$ cat src/sv/okvt_pkg.sv
package okvt_pkg;

  localparam int DEPTH_DEF = 16;
  localparam int KEY_W     = 32;
  localparam int VAL_W     = 32;

  typedef enum logic [1:0] {
    REQ_INSERT = 2'd0,
    REQ_SEARCH = 2'd1,
    REQ_REMOVE = 2'd2,
    REQ_UNUSED = 2'd3
  } req_t;

  typedef enum logic [1:0] {
    STAT_DONE    = 2'd0,
    STAT_FULL    = 2'd1,
    STAT_MISSING = 2'd2,
    STAT_RSVD    = 2'd3
  } status_t;

  typedef enum logic [1:0] {
    S_IDLE,
    S_SCAN,
    S_SHIFT
  } fsm_t;

  typedef struct packed {
    logic [1:0]              req_type;
    logic signed [KEY_W-1:0] lookup_key;
    logic signed [VAL_W-1:0] entry_value;
  } in_t;

  typedef struct packed {
    logic [1:0]              status;
    logic signed [VAL_W-1:0] found_value;
  } out_t;

endpackage

$ cat src/sv/okvt_ram.sv
module okvt_ram #(
  parameter int WIDTH = 32,
  parameter int DEPTH = 16
) (
  input  logic                     clk,
  input  logic                     we,
  input  logic [$clog2(DEPTH)-1:0] waddr,
  input  logic [WIDTH-1:0]         wdata,
  input  logic [$clog2(DEPTH)-1:0] raddr,
  output logic [WIDTH-1:0]         rdata
);

  logic [WIDTH-1:0] mem_r [DEPTH];
  logic [WIDTH-1:0] rdata_r;

  always_ff @(posedge clk) begin
    if (we) begin
      mem_r[waddr] <= wdata;
    end
    rdata_r <= mem_r[raddr];
  end

  assign rdata = rdata_r;

endmodule

$ cat src/sv/ordered_key_value_table.sv
// Channel   Handshake            Payload                     Notes
// input     start & !busy        in_data (okvt_pkg::in_t)    one request per beat
// result    out_valid            out_data (okvt_pkg::out_t)  one result per request
//
// Flow: insert, the unused request code and a search or remove on an empty
// table register their result beat at the accepting edge. Search and remove
// issue one read of the key/value memories per cycle, newest entry first,
// stopping at a hit or after the oldest entry. A remove then moves each entry
// newer than the hit down by one slot through the same read/write ports.
// Reset: synchronous, active low; clears the entry count and the controller.
// The memories are not cleared: only entries below the count are ever read.
// Stalls: busy holds off new requests while a scan or shift runs. The
// receiver cannot stall: a result shows for exactly one cycle.
module ordered_key_value_table #(
  parameter int DEPTH = okvt_pkg::DEPTH_DEF
) (
  input  logic           clk,
  input  logic           rst_n,
  input  logic           start,
  output logic           busy,
  input  okvt_pkg::in_t  in_data,
  output logic           out_valid,
  output okvt_pkg::out_t out_data
);

  localparam int AW = $clog2(DEPTH);
  localparam int CW = $clog2(DEPTH + 1);

  okvt_pkg::fsm_t state_r, state_nxt;
  logic [1:0]                      req_r, req_nxt;
  logic [okvt_pkg::KEY_W-1:0]      key_r, key_nxt;
  logic [CW-1:0]                   cnt_r, cnt_nxt;
  logic [AW-1:0]                   ptr_r, ptr_nxt;
  logic                            out_valid_r, out_valid_nxt;
  okvt_pkg::out_t                  out_r, out_nxt;

  // memory ports
  logic                            we;
  logic [AW-1:0]                   waddr;
  logic [AW-1:0]                   raddr;
  logic [okvt_pkg::KEY_W-1:0]      wkey;
  logic [okvt_pkg::VAL_W-1:0]      wval;
  logic [okvt_pkg::KEY_W-1:0]      rd_key;
  logic [okvt_pkg::VAL_W-1:0]      rd_val;

  logic [CW-1:0]                   cnt_m1;
  logic [AW-1:0]                   last_idx;
  logic                            hit;

  assign cnt_m1   = cnt_r - CW'(1);
  assign last_idx = cnt_m1[AW-1:0];
  assign hit      = (rd_key == key_r);

  okvt_ram #(
    .WIDTH (okvt_pkg::KEY_W),
    .DEPTH (DEPTH)
  ) u_key_ram (
    .clk   (clk),
    .we    (we),
    .waddr (waddr),
    .wdata (wkey),
    .raddr (raddr),
    .rdata (rd_key)
  );

  okvt_ram #(
    .WIDTH (okvt_pkg::VAL_W),
    .DEPTH (DEPTH)
  ) u_val_ram (
    .clk   (clk),
    .we    (we),
    .waddr (waddr),
    .wdata (wval),
    .raddr (raddr),
    .rdata (rd_val)
  );

  always_comb begin
    state_nxt     = state_r;
    req_nxt       = req_r;
    key_nxt       = key_r;
    cnt_nxt       = cnt_r;
    ptr_nxt       = ptr_r;
    out_valid_nxt = 1'b0;
    out_nxt       = out_r;
    we            = 1'b0;
    waddr         = ptr_r - AW'(1);
    wkey          = rd_key;
    wval          = rd_val;
    raddr         = ptr_r - AW'(1);

    case (state_r)
      okvt_pkg::S_IDLE: begin
        if (start) begin
          req_nxt = in_data.req_type;
          key_nxt = in_data.lookup_key;
          case (in_data.req_type)
            okvt_pkg::REQ_INSERT: begin
              out_valid_nxt       = 1'b1;
              out_nxt.found_value = '0;
              if (cnt_r == CW'(DEPTH)) begin
                out_nxt.status = okvt_pkg::STAT_FULL;
              end else begin
                // append at the newest end
                we             = 1'b1;
                waddr          = cnt_r[AW-1:0];
                wkey           = in_data.lookup_key;
                wval           = in_data.entry_value;
                cnt_nxt        = cnt_r + CW'(1);
                out_nxt.status = okvt_pkg::STAT_DONE;
              end
            end
            okvt_pkg::REQ_SEARCH, okvt_pkg::REQ_REMOVE: begin
              if (cnt_r == '0) begin
                out_valid_nxt       = 1'b1;
                out_nxt.status      = okvt_pkg::STAT_MISSING;
                out_nxt.found_value = '0;
              end else begin
                // start the scan at the newest entry
                raddr     = last_idx;
                ptr_nxt   = last_idx;
                state_nxt = okvt_pkg::S_SCAN;
              end
            end
            default: begin
              out_valid_nxt       = 1'b1;
              out_nxt.status      = okvt_pkg::STAT_DONE;
              out_nxt.found_value = '0;
            end
          endcase
        end
      end

      okvt_pkg::S_SCAN: begin
        // rd_key/rd_val hold the entry at ptr_r
        if (hit) begin
          if (req_r == okvt_pkg::REQ_SEARCH) begin
            out_valid_nxt       = 1'b1;
            out_nxt.status      = okvt_pkg::STAT_DONE;
            out_nxt.found_value = rd_val;
            state_nxt           = okvt_pkg::S_IDLE;
          end else if (ptr_r == last_idx) begin
            cnt_nxt             = cnt_m1;
            out_valid_nxt       = 1'b1;
            out_nxt.status      = okvt_pkg::STAT_DONE;
            out_nxt.found_value = '0;
            state_nxt           = okvt_pkg::S_IDLE;
          end else begin
            // close the gap: fetch the next newer entry
            raddr     = ptr_r + AW'(1);
            ptr_nxt   = ptr_r + AW'(1);
            state_nxt = okvt_pkg::S_SHIFT;
          end
        end else if (ptr_r == '0) begin
          out_valid_nxt       = 1'b1;
          out_nxt.status      = okvt_pkg::STAT_MISSING;
          out_nxt.found_value = '0;
          state_nxt           = okvt_pkg::S_IDLE;
        end else begin
          ptr_nxt = ptr_r - AW'(1);
        end
      end

      okvt_pkg::S_SHIFT: begin
        // move the entry at ptr_r down one slot
        we = 1'b1;
        if (ptr_r == last_idx) begin
          cnt_nxt             = cnt_m1;
          out_valid_nxt       = 1'b1;
          out_nxt.status      = okvt_pkg::STAT_DONE;
          out_nxt.found_value = '0;
          state_nxt           = okvt_pkg::S_IDLE;
        end else begin
          raddr   = ptr_r + AW'(1);
          ptr_nxt = ptr_r + AW'(1);
        end
      end

      default: begin
        state_nxt = okvt_pkg::S_IDLE;
      end
    endcase
  end

  always_ff @(posedge clk) begin
    if (!rst_n) begin
      state_r     <= okvt_pkg::S_IDLE;
      cnt_r       <= '0;
      out_valid_r <= 1'b0;
    end else begin
      state_r     <= state_nxt;
      cnt_r       <= cnt_nxt;
      out_valid_r <= out_valid_nxt;
    end
  end

  always_ff @(posedge clk) begin
    req_r <= req_nxt;
    key_r <= key_nxt;
    ptr_r <= ptr_nxt;
    out_r <= out_nxt;
  end

  assign busy      = (state_r != okvt_pkg::S_IDLE);
  assign out_valid = out_valid_r;
  assign out_data  = out_r;

`ifndef NO_ASSERTIONS
  a_cnt_range: assert property (@(posedge clk) disable iff (!rst_n)
    cnt_r <= CW'(DEPTH))
    else $error("entry count above depth");

  a_result_idle: assert property (@(posedge clk) disable iff (!rst_n)
    out_valid_r |-> !busy)
    else $error("result beat while a scan is still running");

  a_scan_starts: assert property (@(posedge clk) disable iff (!rst_n)
    (start && !busy && cnt_r != '0 &&
     (in_data.req_type == okvt_pkg::REQ_SEARCH ||
      in_data.req_type == okvt_pkg::REQ_REMOVE)) |=> busy)
    else $error("search or remove did not start a scan");

  a_insert_count: assert property (@(posedge clk) disable iff (!rst_n)
    (start && !busy && in_data.req_type == okvt_pkg::REQ_INSERT &&
     cnt_r != CW'(DEPTH)) |=> (cnt_r == $past(cnt_r) + CW'(1)) && out_valid_r)
    else $error("insert did not grow the table");

  a_shift_bounded: assert property (@(posedge clk) disable iff (!rst_n)
    (state_r == okvt_pkg::S_SHIFT) |-> (ptr_r != '0 && ptr_r <= last_idx))
    else $error("shift pointer outside the held entries");
`endif

endmodule
$ cat config.mk
export PLATFORM = sky130hd
export DESIGN_NAME = ordered_key_value_table
export DESIGN_NICKNAME = d
export VERILOG_FILES = /design/src/sv/okvt_pkg.sv /design/src/sv/okvt_ram.sv /design/src/sv/ordered_key_value_table.sv
export SDC_FILE = /design/constraint.sdc
export NUM_CORES = 1
export LEC_CHECK = 0
export BUFFER_PORTS_ARGS = -buffer_cell sky130_fd_sc_hd__buf_4
export CORE_UTILIZATION = 50
export CTS_CLUSTER_DIAMETER = 30
export DETAILED_ROUTE_END_ITERATION = 10
export HOLD_SLACK_MARGIN = 0.06
export PLACE_DENSITY = 0.69
export SETUP_SLACK_MARGIN = 0.3
export SLEW_MARGIN = 5
export SYNTH_ARGS = -nofsm -noshare
export SYNTH_HDL_FRONTEND = slang
export SYNTH_SLANG_ARGS = --single-unit
$ cat constraint.sdc
create_clock -name clk -period 9.18 [get_ports clk]
set_input_delay 1.377 -clock clk [delete_from_list [all_inputs] [get_ports clk]]
set_output_delay 1.377 -clock clk [all_outputs]
set_load 0.02 [all_outputs]
* Yosys cells after proc, flatten, opt, wreduce, memory -nomap -nowiden *
Memories as Yosys holds them, arrays and structs flattened. A register that Yosys moved wholly into a read port is not among the register bits.
Cells that the tools add are included.

cells by class
  add/subtract/negate cells = 4
  eq/ne operators = 20
  multiplexer cells = 66
  reductions and logical operators = 12

operators by type and width
  kind                                                                count
  32-bit 2-to-1 mux                                                   8
  34-bit 2-to-1 mux                                                   6
  34-bit case mux with 3 select lines                                 1
  4-bit 2-to-1 mux                                                    17
  34-bit case mux with 2 select lines                                 1
  32-bit == test                                                      1
  5-bit 2-to-1 mux                                                    6
  4-bit case mux with 3 select lines                                  2
  2-bit 2-to-1 mux                                                    8
  5-bit case mux with 3 select lines                                  1
  1-bit 2-to-1 mux                                                    13
  2-bit inequality test, second input constant                        6
  3-bit inequality test, second input constant                        4
  6-bit AND reduction                                                 2
  2-bit by 1-bit == test with 1-bit output, second input constant     3
  2-bit case mux with 3 select lines                                  1
  5-bit by 1-bit adder with 5-bit output, second input constant       1
  5-bit == test, second input constant                                1
  5-bit zero test                                                     1
  5-bit AND reduction                                                 1
  5-bit by 1-bit subtractor with 5-bit output, second input constant  1
  4-bit by 1-bit adder with 4-bit output, second input constant       1
  2-bit == test, second input constant                                2
  4-bit == test                                                       1
  11 further kinds                                                    13

word-level totals
  flip-flop bits (word level) = 80
  bits in writable memories = 1024
  output and inout port bits = 36
  memories = 2

memories
  memory           words  bits a word  rd ports  clocked after memory_dff  write ports  RTL line        text
  u_key_ram.mem_r  16     32           1         1                         1            okvt_ram.sv:13  logic [WIDTH-1:0] mem_r [DEPTH];
  u_val_ram.mem_r  16     32           1         1                         1            okvt_ram.sv:13

* Depth between registers and ports, before layout *
  word-level depth = 7
  mapped depth = 19
  gate-level depth less buffers = 15

* Cells and area by module *
A second synthesis with hierarchy kept.

unflattened totals
  cells, all modules = 2223
  area total of the unflattened synthesis = 44622.8 um^2

by module, submodules not included
  module                   instances  cells an instance  area an instance (um^2)
  okvt_ram                 2          838                19835.3
  ordered_key_value_table  1          547                4952.2

* Worst setup path before layout *
OpenSTA, ideal clock, no wires.

  kind = input to register
  start = in start
  end = mem u_key_ram.mem_r[0][0], enable pin
  library setup time = 487 ps
  arrival time = 5832 ps
  data required time = 8693 ps
  path slack = 2861 ps
  stages = 7
  cell sequence = nand2_1 inv_1 and3_1 clkbuf_1 clkbuf_1 a21oi_1 nor2_1

on the way
  cells in the longest elaborated chain, start to end = 4
  elaborated cells on any way between the ends = 6
  classes of those cells = 6 x mux

ends and longest elaborated chain
  item                                    RTL line                       text
  start: declaration                      ordered_key_value_table.sv:19  input logic start,
  1-bit 2-to-1 mux                        ordered_key_value_table.sv:94  if (start) begin
  1-bit case mux with 2 select lines      ordered_key_value_table.sv:92  case (state_r)
  1-bit 2-to-1 mux                        okvt_ram.sv:17                 if (we) begin
  1-bit 2-to-1 mux (not written as such)  okvt_ram.sv:18                 mem_r[waddr] <= wdata;
  end: declaration                        okvt_ram.sv:13

Several ways; a longest one is shown, not always the timed one.

* Final worst setup path *
  start = reg cnt_r[0]
  end = reg u_key_ram.rdata_r[16], in the netlist u_key_ram.rdata[16] (read register of u_key_ram.mem_r)

on the way
  cells in the longest elaborated chain, start to end = 6
  elaborated cells on any way between the ends = 10
  classes of those cells = 1 x add/sub; 1 x eq/ne; 7 x mux; 1 x reduce/logical

ends and longest elaborated chain
  item                                         RTL line                                                        text
  start: declaration                           ordered_key_value_table.sv:32                                   logic [CW-1:0] cnt_r, cnt_nxt;
  start signal: assignment                     ordered_key_value_table.sv:192                                  cnt_r <= cnt_nxt;
  5-bit by 1-bit subtractor with 5-bit output  ordered_key_value_table.sv:50                                   assign cnt_m1 = cnt_r - CW'(1);
  4-bit == test                                ordered_key_value_table.sv:142, ordered_key_value_table.sv:167
  4-bit 2-to-1 mux                             ordered_key_value_table.sv:142, ordered_key_value_table.sv:167
  4-bit 2-to-1 mux                             ordered_key_value_table.sv:137                                  if (req_r == okvt_pkg::REQ_SEARCH) begin
  4-bit 2-to-1 mux                             ordered_key_value_table.sv:136                                  if (hit) begin
  4-bit case mux with 3 select lines *         ordered_key_value_table.sv:92
  end: declaration                             okvt_ram.sv:14                                                  logic [WIDTH-1:0] rdata_r;

Mark *: on every way between the ends. The rest lies on a longest branch, timed or not.
A chain may end at the register's enable or synchronous reset.

==> metrics <==
Routed Antenna Nets=0; Pint=0.0110 W; worst hold path type=reg2reg; worst skew pair latency=0.76 ns; GRT overflow=0; fill cell count=7,292; part of the power in the clock network=0.434; CP peak stage delay=0.87 ns; Static Leak=18.9 nW; Final Cycle Share=0.630; skew final=0.0282 ns; drt pass-1 iters=8; RePlAce Congestion=0.827; RSZ-0062 raised after global routing=no; outcome=completed; critical path's slowest cell=a211o_4; Chip Height=314 um; via count=33,100; post-CTS resize count=0; clock buffer depth=3; R2R Path End=u_key_ram.rdata[16]; hold wc startpoint=state_r[0]; Worst EP required=9.88 ns; main combinational cell family by area after synthesis=simple AND/OR/NAND/NOR gates; Async SR Flop Fraction=0; nets=3,755; leading area contributor after synthesis=edfxtp_1; maximum vdd drop=0.000169 V; Via density=6.52; Setup-failing EPs final=0; family with the most delay on the worst path=simple AND/OR/NAND/NOR gates; Reg power frac=0.438; Mapped Cells=3,684; Port-buffer cells=104; crit path DAT=6.48 ns; post-place setup slack=3.40 ns; synth-to-layout area growth=15.3%; diode count=0; antenna violations before repair=6; CP cell instances=inv_1 > ha_1 > xor2_1 > and3_1 > nand2_2 > inv_2 > ha_1 > or2_2 > a21oi_1 > o21ai_1 > nor3_1 > a211o_4 > buf_4 > a211oi_1 > nor4_1 > or4_1; CTS tree=yes; min cycle time layout=5.78 ns; flops & latches, synth=1,168; Syn Std Cell Area=0.0486 mm2; worst slew pin tran=1.35 ns; Max Cap Viol=0; post-synthesis adder-cell area fraction=0.00335; Fin. Hold Viols=0; area fraction in and, or, nand and nor cells after synthesis=0.119; WL final=136 mm; Max Fanout on Critical Path=62; H-tree lvl count=4; Die X-Extent=314 um; row count=113; ys flop type=edfxtp_1; Worst slew margin=0.0976; share of post-route cells with drive strength above 1=0.125; CTS sink count=1,168; max frequency=173 MHz; Seq/Total Area, Yosys=0.707; Post-CTS Setup Inserts=0; combinational fraction of design power=0.127; EDFF count, synth=1,096; Core ar.=0.0956 mm2; Setup WS post-layout=3.40 ns; I/O pins=105; largest net degree at the start of global routing=195; Syn Area/Cell=13.2 um2; Switching Fraction=0.266; WHS=0.548 ns; GRT Total Usage=0.270; CTS Hold Bufs=0; CP Class=reg2reg; syn nets=3,766; Clk Tree Root Cell=clkbuf_16; FF-to-FF Start=cnt_r[0]; vias in the first global route=31,700; top-count cell post-synth=edfxtp_1; WL per Instance=26.7 um; Num CTS Buffers=162; Hold Path Stages=2; flop2flop setup slack=3.40 ns; initial drt markers=4,748; Setup TNS=0 ns; CP Launch Type=flop; Synth cell types=59; Yosys top cell area share=0.677; CP Capture Type=flop; post-layout util=0.586; complex-gate fraction of the synthesized area=0.106; Synth area leaders=edfxtp_1 (68%), a211oi_1 (5.0%), a31oi_1 (4.2%), nor3_1 (4.1%), dfxtp_1 (3.0%); Yosys warnings=0; first-pass GRT wire length=201 mm; die area=0.0984 mm2; Worst Path Buf+Inv=3; Residual DRC=0; Post-Synth XOR/XNOR Area=0.00796; Post-synth top cells=edfxtp_1 (1,096), nor3_1 (395), inv_1 (335), a31oi_1 (328), a211oi_1 (326); most frequent cell on the critical path=ha_1; DP Wirelength=64.1 mm; Psw=0.00398 W; max-slew violations=0; Clock transition at path regs=0.06 ns; pwr dens=268 mW/mm2; R2R cell count=16; post-synthesis mux area share=0.000618; initial core utilization=0.508; worst hold endpoint=state_r[0]
## worst min-delay path, delay by kind of cell, from the launching register on
kind	cells	cell delay, ns
compound gates	1	0.07
buf+inv	1	0.10
flops	1	0.32
## worst max-delay path by stage
stage | endpoint | slack [ns] | cells past startpoint | start
2_1_floorplan | u_key_ram.mem_r[0][0] | 2.86 | 7 | start
3_3_place_gp | u_val_ram.mem_r[6][13] | 3.46 | 8 | in_data[64]
3_5_place_dp | u_val_ram.mem_r[6][13] | 3.40 | 8 | in_data[64]
4_1_cts | u_key_ram.rdata[16] | 3.51 | 16 | cnt_r[0]
5_1_grt | u_key_ram.rdata[9] | 3.12 | 16 | cnt_r[0]
6_report | u_key_ram.rdata[16] | 3.40 | 16 | cnt_r[0]
## layout by cell type (no fill, tap or decap), types with 16 or more instances in the layout
cell and instances:
edfxtp_1 1096, nor3_1 395, inv_1 334, a31oi_1 328, a211oi_1 325, nand2_1 207, nor4_1 200, clkbuf_16 168
buf_4 145, dfxtp_1 72, or4_1 65, nor4bb_1 64, xnor2_1 36, nor2b_1 35, a22oi_1 33, bufinv_16 23
clkinv_2 22, nor2_4 19, inv_6 19, clkbuf_1 18, clkinvlp_4 18, nor2_1 16
## sequential cells by signal (all words and copies together) (netlist names)
signal	flops
req_r	2
u_val_ram.mem_r	512
cnt_r	5
u_key_ram.rdata	32
key_r	32
out_data	34
u_val_ram.rdata	32
ptr_r	4
out_valid	1
state_r	2
u_key_ram.mem_r	512
## metrics by stage
stage          cells  cell area, um2  power, W
2_1_floorplan   3684           48600   0.00782
3_3_place_gp    4774           50300   0.00849
3_5_place_dp    4774           50300   0.00853
4_1_cts         5077           56000    0.0150
5_1_grt         5077           56000    0.0154
6_report        5077           56000    0.0150
## logic make-up (layout without fill, tap and decap cells)
logic type | after synthesis | count (layout)
flip-flops | 1168 | 1168
AND/OR/NAND/NOR | 1048 | 1048
multiplexers | 3 | 3
AO/OA/AOI/OAI | 742 | 742
XOR/XNOR | 41 | 41
buffers and inverters | 669 | 797
adder cells (fa/ha/maj) | 13 | 13
## power groups by stage
stage	combinational, W	sequential [W]	clock [W]
finish	0.00191	0.00657	0.00651
global route	0.00204	0.00658	0.00675
CTS	0.00187	0.00656	0.00655
detailed placement	0.00186	0.00667	0
global placement	0.00182	0.00667	0
floorplan	0.00122	0.00660	0
## metal layers
layer | wire length, um | global-route usage | vias up
li1 | - | - | 14300
met1 | 54100 | 0.380 | 16400
met2 | 62600 | 0.416 | 2123
met3 | 15300 | 0.0589 | 269
met4 | 3500 | 0.0968 | 8
met5 | 57 | 0 | -
## area by class of cell
cell class	count	area, um2	share of cell area
Tap cell	1265	1580	0.0282
Sequential cell	1168	34400	0.613
Multi-Input combinational cell	1847	11800	0.210
Clock buffer	196	4410	0.0787
Inverter	337	1260	0.0226
Clock inverter	107	1340	0.0238
Timing Repair Buffer	157	1330	0.0237
No activity file was read; power rests on OpenSTA's default activity.
